--- src/rtl/res_evac_pkg.sv ---
// Shared types, constants and a helper function for the reservoir evacuation sequencer.
package res_evac_pkg;

  // Configuration register indexes.
  typedef enum logic [2:0] {
    REG_INFUSION_MAX    = 3'd0,
    REG_RETURN_RATE_MAX = 3'd1,
    REG_RES_VOLUME      = 3'd2,
    REG_RES_AC_VOLUME   = 3'd3,
    REG_DONOR_BLOOD_ML  = 3'd4,
    REG_MIN_PLASMA_TOT  = 3'd5,
    REG_PLASMA_WIN_LIM  = 3'd6,
    REG_RETURN_WIN_LIM  = 3'd7
  } cfg_reg_t;

  localparam int CFG_ADDR_W = 3;
  localparam int CFG_DATA_W = 20;

  localparam int DELTA_W = 15;
  localparam int RATE_W  = 16;
  localparam int ACC_W   = 32;
  localparam int V_W     = 30;          // infusion rate times donor volume
  localparam int MB_W    = 20;          // second multiplier operand
  localparam int NUM_W   = V_W + MB_W;  // dividend width
  localparam int DEN_W   = 34;          // AC volume times the scale factor
  localparam int CNT_W   = $clog2(NUM_W);

  localparam int IN_DATA_W  = 96;
  localparam int OUT_DATA_W = 40;

  // Fixed process limits, 0.01 mL or 0.01 mL/min units unless noted.
  localparam logic [ACC_W-1:0]  MAX_PLASMA_TOTAL = 32'd30000;
  localparam logic [RATE_W-1:0] EVAC_PLASMA_RATE = 16'd5000;
  localparam logic [RATE_W-1:0] MIN_INFUSION     = 16'd500;

  localparam logic [MB_W-1:0]   AC_SCALE         = 20'd10000;
  localparam logic [13:0]       DEFAULT_DONOR_ML = 14'd1000;
  localparam logic [ACC_W-1:0]  CUTOUT_RETURN    = 32'd1000;
  localparam logic [ACC_W-1:0]  PRIME_THRESHOLD  = 32'd1500;
  localparam logic [RATE_W-1:0] SLOW_RATE        = 16'd4000;
  localparam logic [15:0]       DOSE_LIMIT       = 16'd100;
  localparam logic [12:0]       RPM_LIMIT        = 13'd200;

  // Signed 32-bit accumulate of a 15-bit delta, saturating at both limits.
  function automatic logic signed [ACC_W-1:0] sat_add(
    input logic signed [ACC_W-1:0]   a,
    input logic signed [DELTA_W-1:0] d
  );
    logic signed [ACC_W:0] s;
    s = {a[ACC_W-1], a} + (ACC_W+1)'(d);
    if (s[ACC_W] != s[ACC_W-1]) begin
      sat_add = s[ACC_W] ? {1'b1, {(ACC_W-1){1'b0}}} : {1'b0, {(ACC_W-1){1'b1}}};
    end else begin
      sat_add = s[ACC_W-1:0];
    end
  endfunction

endpackage

--- src/rtl/reservoir_evacuation_sequencer.sv ---
// Top level of the reservoir evacuation sequencer: rate datapath, accumulators and handshakes.
//
// The block takes one control tick per transfer on the in_ stream and returns one
// command transfer on the out_ stream for each tick. A tick carries the pump volume
// deltas, the reservoir sensor flags, centrifuge speed, red cell dose and the
// operator caps; the result carries the return and plasma pump rates, the red cell
// valve setting and the done flag.
// The return rate is worked out by one shared 30 x 20 bit multiplier used three
// times, then a restoring divider that retires one quotient bit per cycle over a
// 50-bit dividend. That divider sets the pace: a tick goes through the multiply,
// divide, clamp, accumulate and decide steps before its result is loaded, and a new
// tick is taken only after that load, so the block never overlaps two ticks.
// in_tready is high only while the sequencer is idle. The result sits in an output
// register; if the receiver stalls, the next tick is still taken and computed and
// waits in its last step until the output register frees up.
// Configuration writes go through cfg_we/cfg_addr/cfg_wdata and are meant to be
// done while the block is idle.
// Reset (rst_n low, synchronous) restores the register defaults, clears all
// accumulators and sequencer flags and empties the output register.
module reservoir_evacuation_sequencer
  import res_evac_pkg::*;
#(
  parameter logic [ACC_W-1:0]  MAX_PLASMA_TOT    = MAX_PLASMA_TOTAL,
  parameter logic [RATE_W-1:0] EVAC_RATE         = EVAC_PLASMA_RATE,
  parameter logic [RATE_W-1:0] MIN_INFUSION_RATE = MIN_INFUSION
)
(
  input  logic                  clk,
  input  logic                  rst_n,
  // Tick input, fields from bit 0 up: plasma_delta[14:0], return_delta[14:0],
  // reservoir_full, reservoir_empty, safety_reservoir_empty, centrifuge_rpm[12:0],
  // red_cell_dose[15:0], infusion_cap[15:0], return_cap[15:0], two zero bits.
  input  logic                  in_tvalid,
  output logic                  in_tready,
  input  logic [IN_DATA_W-1:0]  in_tdata,
  // Result, fields from bit 0 up: return_pump_rate[15:0], plasma_pump_rate[15:0],
  // rbc_valve_collect, done_res, six zero bits.
  output logic                  out_tvalid,
  input  logic                  out_tready,
  output logic [OUT_DATA_W-1:0] out_tdata,
  // Configuration write port.
  input  logic                  cfg_we,
  input  logic [CFG_ADDR_W-1:0] cfg_addr,
  input  logic [CFG_DATA_W-1:0] cfg_wdata
);

  typedef enum logic [3:0] {
    S_IDLE,
    S_MUL_V,
    S_MUL_N,
    S_MUL_D,
    S_DIV,
    S_CLAMP,
    S_ACC,
    S_DECIDE,
    S_OUT
  } state_t;

  state_t state_r;

  // Configuration registers.
  logic [15:0] infusion_max_r, return_rate_max_r;
  logic [19:0] res_volume_r, res_ac_volume_r;
  logic [13:0] donor_ml_r;
  logic [19:0] min_plasma_total_r, plasma_win_lim_r, return_win_lim_r;

  // Latched tick fields.
  logic signed [DELTA_W-1:0] pdel_r, rdel_r;
  logic        full_r, empty_r, safe_empty_r, collect_r;
  logic [15:0] rcap_r;

  // Rate datapath.
  logic [RATE_W-1:0] ir_r;
  logic [V_W-1:0]    v_r;
  logic [NUM_W-1:0]  num_r;
  logic [DEN_W-1:0]  den_r, rem_r;
  logic [CNT_W-1:0]  cnt_r;
  logic [RATE_W-1:0] rate_r;

  // Sequencer state.
  logic signed [ACC_W-1:0] win_plasma_r, win_return_r, total_plasma_r;
  logic signed [ACC_W-1:0] return_since_full_r, prime_volume_r;
  logic full_cutout_r, over_total_r, primed_r, finished_r;
  logic [RATE_W-1:0] qp_r, qr_r;

  // Output register.
  logic                  out_tvalid_r;
  logic [OUT_DATA_W-1:0] out_tdata_r;

  // Input field views.
  logic signed [DELTA_W-1:0] in_pdel, in_rdel;
  logic [12:0] in_rpm;
  logic [15:0] in_dose, in_icap, in_rcap;
  logic [15:0] ir_min, ir_sel;

  assign in_pdel = in_tdata[14:0];
  assign in_rdel = in_tdata[29:15];
  assign in_rpm  = in_tdata[45:33];
  assign in_dose = in_tdata[61:46];
  assign in_icap = in_tdata[77:62];
  assign in_rcap = in_tdata[93:78];

  // Permitted infusion rate: the tighter of the two caps, but never below the floor.
  assign ir_min = (infusion_max_r > in_icap) ? in_icap : infusion_max_r;
  assign ir_sel = (ir_min < MIN_INFUSION_RATE) ? MIN_INFUSION_RATE : ir_min;

  // The one multiplier, shared by the three products of the rate formula.
  logic [V_W-1:0]   mul_a;
  logic [MB_W-1:0]  mul_b;
  logic [NUM_W-1:0] prod;
  logic             ac_zero;

  assign ac_zero = (res_ac_volume_r == '0);

  always_comb begin
    unique case (state_r)
      S_MUL_V: begin
        mul_a = V_W'(ir_r);
        mul_b = MB_W'((donor_ml_r == '0) ? DEFAULT_DONOR_ML : donor_ml_r);
      end
      S_MUL_N: begin
        mul_a = v_r;
        mul_b = res_volume_r;
      end
      S_MUL_D: begin
        mul_a = V_W'(res_ac_volume_r);
        mul_b = AC_SCALE;
      end
      default: begin
        mul_a = '0;
        mul_b = '0;
      end
    endcase
  end

  assign prod = NUM_W'(mul_a) * NUM_W'(mul_b);

  // One restoring divide step.
  logic [DEN_W:0]   div_shift;
  logic [DEN_W+1:0] div_diff;
  logic             div_ge;
  logic [DEN_W-1:0] rem_nxt;

  assign div_shift = {rem_r, num_r[NUM_W-1]};
  assign div_diff  = {1'b0, div_shift} - {2'b00, den_r};
  assign div_ge    = !div_diff[DEN_W+1];
  assign rem_nxt   = div_ge ? div_diff[DEN_W-1:0] : div_shift[DEN_W-1:0];

  // Caps on the quotient.
  logic [RATE_W-1:0] q_rcap, q_final;
  assign q_rcap  = (num_r > NUM_W'(rcap_r)) ? rcap_r : num_r[RATE_W-1:0];
  assign q_final = (q_rcap > return_rate_max_r) ? return_rate_max_r : q_rcap;

  // First update step: cutout release, priming and accumulation.
  logic              fc_acc, primed_acc;
  logic signed [ACC_W-1:0] prime_acc;
  logic [RATE_W-1:0] qp_acc, qr_acc;

  always_comb begin
    fc_acc     = full_cutout_r;
    primed_acc = primed_r;
    prime_acc  = prime_volume_r;
    if (full_cutout_r && (return_since_full_r < $signed(CUTOUT_RETURN))) begin
      qp_acc = '0;
    end else begin
      fc_acc = 1'b0;
      qp_acc = over_total_r ? '0 : EVAC_RATE;
    end
    if (!primed_r) begin
      prime_acc = sat_add(prime_volume_r, pdel_r);
      if ((prime_acc >= $signed(PRIME_THRESHOLD)) || over_total_r) begin
        primed_acc = 1'b1;
        prime_acc  = '0;
      end
    end
    if (safe_empty_r) begin
      primed_acc = 1'b0;
      qr_acc     = '0;
    end else begin
      qr_acc = (primed_acc || fc_acc) ? rate_r : '0;
    end
  end

  // Second update step: window checks, total limit, sensor trip and done flag.
  logic window_hit, return_low, over_total_dec, finished_dec;

  assign window_hit = (total_plasma_r > $signed(ACC_W'(min_plasma_total_r))) &&
                      (win_plasma_r >= $signed(ACC_W'(plasma_win_lim_r)));
  assign return_low = (win_return_r < $signed(ACC_W'(return_win_lim_r)));
  assign over_total_dec = over_total_r || (total_plasma_r > $signed(MAX_PLASMA_TOT));
  assign finished_dec = finished_r || (window_hit && return_low) ||
                        (empty_r && (rate_r != '0) && (rate_r < SLOW_RATE)) ||
                        (empty_r && over_total_dec);

  assign in_tready  = (state_r == S_IDLE);
  assign out_tvalid = out_tvalid_r;
  assign out_tdata  = out_tdata_r;

  always_ff @(posedge clk) begin
    if (!rst_n) begin
      state_r             <= S_IDLE;
      infusion_max_r      <= 16'd1200;
      return_rate_max_r   <= 16'd9000;
      res_volume_r        <= '0;
      res_ac_volume_r     <= '0;
      donor_ml_r          <= 14'd5000;
      min_plasma_total_r  <= '0;
      plasma_win_lim_r    <= '0;
      return_win_lim_r    <= '0;
      win_plasma_r        <= '0;
      win_return_r        <= '0;
      total_plasma_r      <= '0;
      return_since_full_r <= '0;
      prime_volume_r      <= '0;
      full_cutout_r       <= 1'b0;
      over_total_r        <= 1'b0;
      primed_r            <= 1'b0;
      finished_r          <= 1'b0;
      rate_r              <= '0;
      out_tvalid_r        <= 1'b0;
    end else begin
      if (cfg_we) begin
        unique case (cfg_reg_t'(cfg_addr))
          REG_INFUSION_MAX:    infusion_max_r     <= cfg_wdata[15:0];
          REG_RETURN_RATE_MAX: return_rate_max_r  <= cfg_wdata[15:0];
          REG_RES_VOLUME:      res_volume_r       <= cfg_wdata;
          REG_RES_AC_VOLUME:   res_ac_volume_r    <= cfg_wdata;
          REG_DONOR_BLOOD_ML:  donor_ml_r         <= cfg_wdata[13:0];
          REG_MIN_PLASMA_TOT:  min_plasma_total_r <= cfg_wdata;
          REG_PLASMA_WIN_LIM:  plasma_win_lim_r   <= cfg_wdata;
          REG_RETURN_WIN_LIM:  return_win_lim_r   <= cfg_wdata;
        endcase
      end

      // A result loaded in S_OUT takes the place of the one leaving, so valid
      // is only dropped here when nothing new is loaded.
      if (out_tvalid_r && out_tready && (state_r != S_OUT)) begin
        out_tvalid_r <= 1'b0;
      end

      unique case (state_r)
        S_IDLE: begin
          if (in_tvalid) begin
            pdel_r       <= in_pdel;
            rdel_r       <= in_rdel;
            full_r       <= in_tdata[30];
            empty_r      <= in_tdata[31];
            safe_empty_r <= in_tdata[32];
            collect_r    <= (in_dose < DOSE_LIMIT) && (in_rpm < RPM_LIMIT);
            rcap_r       <= in_rcap;
            ir_r         <= ir_sel;
            state_r      <= S_MUL_V;
          end
        end
        S_MUL_V: begin
          v_r     <= prod[V_W-1:0];
          state_r <= S_MUL_N;
        end
        S_MUL_N: begin
          num_r   <= ac_zero ? NUM_W'(v_r) : prod;
          state_r <= S_MUL_D;
        end
        S_MUL_D: begin
          den_r   <= ac_zero ? DEN_W'(AC_SCALE) : prod[DEN_W-1:0];
          rem_r   <= '0;
          cnt_r   <= '0;
          state_r <= S_DIV;
        end
        S_DIV: begin
          rem_r <= rem_nxt;
          num_r <= {num_r[NUM_W-2:0], div_ge};
          cnt_r <= cnt_r + 1'b1;
          if (cnt_r == CNT_W'(NUM_W - 1)) begin
            state_r <= S_CLAMP;
          end
        end
        S_CLAMP: begin
          rate_r  <= q_final;
          state_r <= S_ACC;
        end
        S_ACC: begin
          full_cutout_r       <= fc_acc;
          primed_r            <= primed_acc;
          prime_volume_r      <= prime_acc;
          qp_r                <= qp_acc;
          qr_r                <= qr_acc;
          win_return_r        <= sat_add(win_return_r, rdel_r);
          win_plasma_r        <= sat_add(win_plasma_r, pdel_r);
          total_plasma_r      <= sat_add(total_plasma_r, pdel_r);
          return_since_full_r <= sat_add(return_since_full_r, rdel_r);
          state_r             <= S_DECIDE;
        end
        S_DECIDE: begin
          if (window_hit && !return_low) begin
            win_return_r <= '0;
            win_plasma_r <= '0;
          end
          over_total_r <= over_total_dec;
          if (full_r && !full_cutout_r) begin
            full_cutout_r       <= 1'b1;
            return_since_full_r <= '0;
          end
          finished_r <= finished_dec;
          state_r    <= S_OUT;
        end
        S_OUT: begin
          if (!out_tvalid_r || out_tready) begin
            out_tvalid_r <= 1'b1;
            out_tdata_r  <= {6'b0, finished_r, collect_r, qp_r, qr_r};
            state_r      <= S_IDLE;
          end
        end
        default: state_r <= S_IDLE;
      endcase
    end
  end

endmodule
--- config.mk ---
export PLATFORM = sky130hd
export DESIGN_NAME = reservoir_evacuation_sequencer
export DESIGN_NICKNAME = d
export VERILOG_FILES = /design/src/rtl/res_evac_pkg.sv /design/src/rtl/reservoir_evacuation_sequencer.sv
export SDC_FILE = /design/constraint.sdc
export NUM_CORES = 2
export LEC_CHECK = 0
export BUFFER_PORTS_ARGS = -buffer_cell sky130_fd_sc_hd__buf_4
export CAP_MARGIN = 0
export CORE_MARGIN = 8
export CORE_UTILIZATION = 40
export CTS_CLUSTER_DIAMETER = 60
export DETAILED_ROUTE_END_ITERATION = 7
export GPL_ROUTABILITY_DRIVEN = 0
export PLACE_DENSITY = 0.57
export SYNTH_ARGS = -nofsm -noshare
export SYNTH_HDL_FRONTEND = slang
export SYNTH_SLANG_ARGS = --single-unit
--- constraint.sdc ---
create_clock -name clk -period 17.8 [get_ports clk]
set_input_delay 1.78 -clock clk [delete_from_list [all_inputs] [get_ports clk]]
set_output_delay 1.78 -clock clk [all_outputs]
set_load 0.01 [all_outputs]
Word level (Yosys, flattened, before mapping)

Cells that the tools add are included.

Register bits after elaboration: 617
Input bits: 124
Output and inout port bits: 42
Logic and storage cells: 178

Add/sub/neg operators: 7
Multipliers: 1
Magnitude comparators: 13
Eq/ne operators: 27
Muxes and demuxes: 42
Bitwise gates (word level): 2
Reductions and logical operators: 50

Operator list:

| kind                   | number |
|---|---|
| $mux W32               | 14 |
| $pmux W32 S2           | 3 |
| $add A32 B15 Y33       | 5 |
| $pmux W50 S2           | 1 |
| $pmux W30 S3           | 1 |
| $pmux W34 S2           | 1 |
| $pmux W20 S3           | 1 |
| $gt A50 B16 Y1         | 1 |
| $mul A30 B20 Y50       | 1 |
| $mux W50               | 1 |
| $mux W16               | 3 |
| $pmux W4 S9            | 1 |
| $sub A35 B34 Y36       | 1 |
| $mux W34               | 1 |
| $ge A32 B12 Y1 const B | 1 |
| $ge A32 B21 Y1         | 1 |
| $gt A16 B16 Y1         | 2 |
| $gt A32 B16 Y1 const B | 1 |
| $gt A32 B21 Y1         | 1 |
| $lt A32 B11 Y1 const B | 1 |
| $lt A32 B21 Y1         | 1 |
| $reduce_and A2 Y1      | 16 |
| $logic_not A20 Y1      | 1 |
| $eq A4 B3 Y1 const B   | 4 |
| other kinds (32)       | 78 |

Longest topological paths before layout

Word-level depth: 11
Mapped depth: 35
Gate-level depth less buffers: 32

Worst setup path before layout

Ideal clock, no wire load.

Kind: register to register
From: register state_r[1]
To: register num_r[45], data pin
Library setup time: 0.268 ns
Arrival time: 8.501 ns
Path slack: 9.031 ns
Cell stages (with the launch flop): 33
Cells stage by stage: dfxtp_1 clkbuf_1 nand2b_1 nor3_1 clkbuf_1 buf_1 a22o_1 clkbuf_1 clkbuf_1 nand2_1 fa_1 inv_1 fa_1 fa_1 fa_1 fa_1 fa_1 inv_1 fa_1 inv_1 ha_1 clkbuf_1 nand2_1 o21ai_0 o41ai_1 o221ai_1 a31o_2 a31o_1 a2111oi_1 nor2_1 a31o_2 xnor2_1 o31ai_1

Longest elaborated chain between the ends: 5
Elaborated cells on any way between the ends: 9

RTL lines:

| element                                      | line                                  | text |
|---|---|---|
| start, declared                              | reservoir_evacuation_sequencer.sv:59  | `state_t state_r;` |
| start signal, assigned                       | reservoir_evacuation_sequencer.sv:201 | `state_r <= S_IDLE;` |
| start signal, assigned                       | reservoir_evacuation_sequencer.sv:252 | `state_r <= S_MUL_V;` |
| start signal, assigned                       | reservoir_evacuation_sequencer.sv:257 | `state_r <= S_MUL_N;` |
| $eq A4 B2 Y1, or another cell as far along   | reservoir_evacuation_sequencer.sv:116 | `unique case (state_r)` |
| $pmux W30 S3 or $pmux W20 S3 (tied branches) | reservoir_evacuation_sequencer.sv:116 |  |
| $mul A30 B20 Y50                             | reservoir_evacuation_sequencer.sv:136 | `assign prod = NUM_W'(mul_a) * NUM_W'(mul_b);` |
| $mux W50                                     | reservoir_evacuation_sequencer.sv:260 | `num_r <= ac_zero ? NUM_W'(v_r) : prod;` |
| $pmux W50 S2 (*)                             | reservoir_evacuation_sequencer.sv:241 | `unique case (state_r)` |
| end signal, assigned                         | reservoir_evacuation_sequencer.sv:260 |  |
| end signal, assigned                         | reservoir_evacuation_sequencer.sv:271 | `num_r <= {num_r[NUM_W-2:0], div_ge};` |
| end, declared                                | reservoir_evacuation_sequencer.sv:75  | `logic [NUM_W-1:0] num_r;` |

Every way passes the cells marked *; elsewhere a longest branch is shown, timed or not.
A chain may end at the register's enable or synchronous reset.

Worst setup path after layout

From: register state_r[1]
To: register num_r[33], data pin

Same word-level chain as after synthesis.

==> reports/qor_table.md <==
| Group | Quantity | Value |
|:---|:---|:---|
| logic synthesis | Biggest area consumer among synthesized cells | sky130_fd_sc_hd__fa_1 |
| setup path | Crit path capture type | register |
| setup path | Delay-heaviest family, CP | adder cells |
| placement | Dpl hpwl | 124.5 mm |
| sta | Shortest period the worst path allows | 10.18 ns |
| sta | Setup Viol. Count Final | 0 |
| logic synthesis | Most common cell in the netlist | sky130_fd_sc_hd__nand2_1 |
| floorplan | Placement row count | 135 |
| setup path | Data arrival at the endpoint of the critical path | 10.52 ns |
| logic synthesis | Distinct cell type count of the synthesized netlist | 98 |
| status | Outcome | finished, final reports clean |
| sta | Fin. max-slew vios | 0 |
| logic synthesis | Fraction of registers with async set or reset after synthesis | 0% |
| setup path | Slowest stage delay, CP | 0.67 ns |
| floorplan | Vertical die dimension | 384.7 µm |
| setup path | Worst reg2reg setup slack | 7.62 ns |
| detailed routing | Number of vias in the routed layout | 44108 |
| sta | Clock Skew | 0.04369 ns |
| setup path | Critical path's slowest cell | sky130_fd_sc_hd__xnor2_1 |
| global route | Maximum number of pins on one net before global-route repair | 71 |
| logic synthesis | Synthesized area divided by synthesized cell count | 8.833 µm² |
| flow run | Max cap viols | 0 |
| floorplan | Top-Level Pins | 166 |
| detailed routing | Detailed-router iteration count before antenna repair | 5 |
| sta | Hold Worst Slack | 0.4181 ns |
| logic synthesis | Post-synthesis instance area | 0.05437 mm² |
| global route | Number of global-route vias before repair | 43704 |
| clocking | Clock tree from TritonCTS | yes |
| logic synthesis | Flip-flop and latch count after synthesis | 587 |
| clocking | Number of buffers inserted during clock tree synthesis | 77 |
| clocking | Count of hold-fix buffers inserted at cts | 0 |
| sta | Final period util | 57.19% |
| global route | Initial antenna violation count | 6 |
| logic synthesis | Main area contributors after synthesis | sky130_fd_sc_hd__fa_1 (19%), sky130_fd_sc_hd__edfxtp_1 (14%), sky130_fd_sc_hd__dfxtp_1 (12%) |
| detailed routing | DR WL/cell | 20.61 µm |
| logic synthesis | Part of the Yosys area used for sequential elements | 26.33% |
| setup path | Destination of the worst register-to-register timing path | num_r[33] |
| clocking | Post-cts sizing count | 0 |
| detailed routing | Drt initial violations | 3355 |
| logic synthesis | Number of instances in the synthesized netlist | 6155 |
| clocking | Maximum buffer depth of the clock tree | 3 |
| detailed routing | Routed Wire Length | 164.7 mm |
| power and ir drop | Leakage power of the design | 27.12 nW |
| clocking | CTS sink count | 587 |
| logic synthesis | Synth top cells by count | sky130_fd_sc_hd__nand2_1 (900), sky130_fd_sc_hd__inv_1 (723), sky130_fd_sc_hd__fa_1 (506) |
| final layout | Post-route cell area | 0.05974 mm² |
| setup path | Category of the worst setup path launch point | register |
| setup path | Worst Reg-to-Reg Cells | 30 |
| setup path | Critical path buffers and inverters | 6 |
| detailed routing | Antenna-violating nets left | 0 |
| setup path | Start-to-end type of the worst setup path | register to register |
| global route | Overall track demand over capacity in global routing | 22.08% |
| setup path | Start of the worst register-to-register path | state_r[1] |
| sta | Highest clock frequency the design can meet | 98.23 MHz |
| clocking | Clock input transition at the sequential cells of the worst setup and hold paths | 0.06 ns |
| logic synthesis | Synthesis warning total | 0 |
| placement | Post-placement worst setup slack | 7.743 ns |
| final layout | Syn-to-layout area delta | 9.880% |
| sta | Worst Setup Slack, final | 7.620 ns |
| setup path | Worst EP required | 18.14 ns |
| global route | Total congestion overflow after global routing | 0 |
| power and ir drop | Power density over the cells | 61.53 mW/mm² |
| logic synthesis | Area share of the largest cell type after synthesis | 18.63% |
| final layout | Fraction of layout cells with a size suffix above 1 | 7.459% |
| min path | Hold Path Origin | qr_r[12] |
| min path | Hold Path Cell Cnt | 0 |
| logic synthesis | Ys flop type | sky130_fd_sc_hd__dfxtp_1 |
| placement | Placement Cell Area | 0.05709 mm² |
| placement | Port bufs | 141 |
| min path | WHS Endpoint | out_tdata[12] |
| setup path | Critical Path Most Common Cell | sky130_fd_sc_hd__fa_1 |
| sta | Slew headroom | 14.87% |
| final layout | Final nets | 7237 |
| logic synthesis | Number of flops mapped to enable cells by yosys | 256 |
| sta | Actual transition at the worst max-transition pin | 1.277 ns |
| floorplan | Die Footprint | 0.1480 mm² |
| setup path | Critical-path maximum fanout | 70 |
| sta | Final hold vios | 0 |
| clocking | # Post-CTS Setup Buffers | 0 |
| global route | Global-route wire length before repair | 257.6 mm |
| min path | Kind of path behind the tightest hold check | register to register |
| clocking | Number of H-tree levels | 3 |
| floorplan | Effective utilization at floorplan | 40.23% |
| detailed routing | Residual DRC count | 0 |
| sta | Setup TNS | 0 ns |
| power and ir drop | Worst supply voltage drop on vdd | 0.07648 mV |
| detailed routing | Post-detailed-route via-to-cell ratio | 5.518 |
| sta | Setup repair after global routing missed its margin | no |
| floorplan | Die outline width | 384.7 µm |
| clocking | Clk Latency, worst-skew pair | 0.65 ns |
| floorplan | Core area | 0.1351 mm² |
| clocking | Root buffer selected by CTS | sky130_fd_sc_hd__clkbuf_16 |
## power breakdown
part / switching, mW / internal [mW]
Combinational: 0.403 / 0.193
Clock: 0.645 / 0.957
Sequential: 0.0325 / 1.45
## layout make-up
| type | count | area (µm²) |
|---|---|---|
| antenna | 6 | 15.01 |
| timing repair buffer | 213 | 1599 |
| clock buffer | 96 | 2156 |
| sequential | 587 | 14310 |
| clock inverter | 46 | 479.2 |
| multi-input combinational | 4542 | 36230 |
| inverter | 723 | 2716 |
| tap | 1781 | 2228 |
| fill | 13331 | 75390 |
## how the worst max path moves through the flow
stage	cells after the start	slack, ns	startpoint	endpoint
finish	30	7.62	state_r[1]	num_r[33]
global route	30	7.10	state_r[1]	num_r[33]
CTS	28	7.76	state_r[1]	num_r[45]
detailed placement	28	7.74	state_r[1]	num_r[45]
global placement	28	7.88	state_r[1]	num_r[45]
floorplan	32	9.03	state_r[1]	num_r[45]
## through the flow
stage          util (%)  power [mW]  std cells
3_5_place_dp      42.25       2.092       7846
5_1_grt           44.20       3.824       7991
3_3_place_gp      42.25       2.088       7846
2_1_floorplan         -       1.873       6171
6_report          44.21       3.676       7994
4_1_cts           44.20       3.705       7988
## cell usage in the layout (no fill, tap or decap), types with 130 or more instances in the layout
cell type                  Yosys  routed
sky130_fd_sc_hd__a21o_1      140     140
sky130_fd_sc_hd__a21oi_1     430     427
sky130_fd_sc_hd__buf_4        21     213
sky130_fd_sc_hd__dfxtp_1     331     331
sky130_fd_sc_hd__edfxtp_1    256     256
sky130_fd_sc_hd__fa_1        506     506
sky130_fd_sc_hd__ha_1        463     463
sky130_fd_sc_hd__inv_1       723     722
sky130_fd_sc_hd__nand2_1     900     900
sky130_fd_sc_hd__nor2_1      479     474
sky130_fd_sc_hd__o21ai_0     180     180
sky130_fd_sc_hd__xnor2_1     130     130
## per-layer routing
| layer | track usage, % | part of all wire, % | vias to the layer above |
|---|---|---|---|
| li1 | - | - | 20843 |
| met1 | 30.53 | 45 | 21770 |
| met2 | 35.40 | 45 | 1233 |
| met3 | 3.398 | 6.4 | 258 |
| met4 | 7.207 | 3.5 | 4 |
| met5 | 0 | 0.014 | - |
## worst register-to-register path: cells and delay by family, from the launching register on
kind	cells	cell delay, ns
AOI/OAI and AO/OA	11	2.92
xor gates and xnor gates	1	0.67
adders and majority gates	8	3.42
buffers and inverters	6	1.23
DFF	1	0.52
and+or+nand+nor	4	1.14
## state kept, by name, indices dropped and copies added, names as in the netlist, 32 cells and up
register             count
num_r                   50
den_r                   34
rem_r                   34
prime_volume_r          32
return_since_full_r     32
total_plasma_r          32
win_plasma_r            32
win_return_r            32
## cell families (layout without fill, tap and decap cells)
group | count (synthesis) | after routing | share of synthesized area, %
AO/OA/AOI/OAI | 1317 | 1317 | 16.24
XOR/XNOR | 206 | 206 | 3.319
adder cells (fa/ha/maj) | 975 | 975 | 29.40
buffers and inverters | 1042 | 1078 | 7.466
flip-flops | 587 | 587 | 26.33
multiplexers | 48 | 48 | 0.9458
other | 1 | 23 | 0.006897
AND/OR/NAND/NOR | 1979 | 1979 | 16.30
Power figures use the tool's default switching activity.
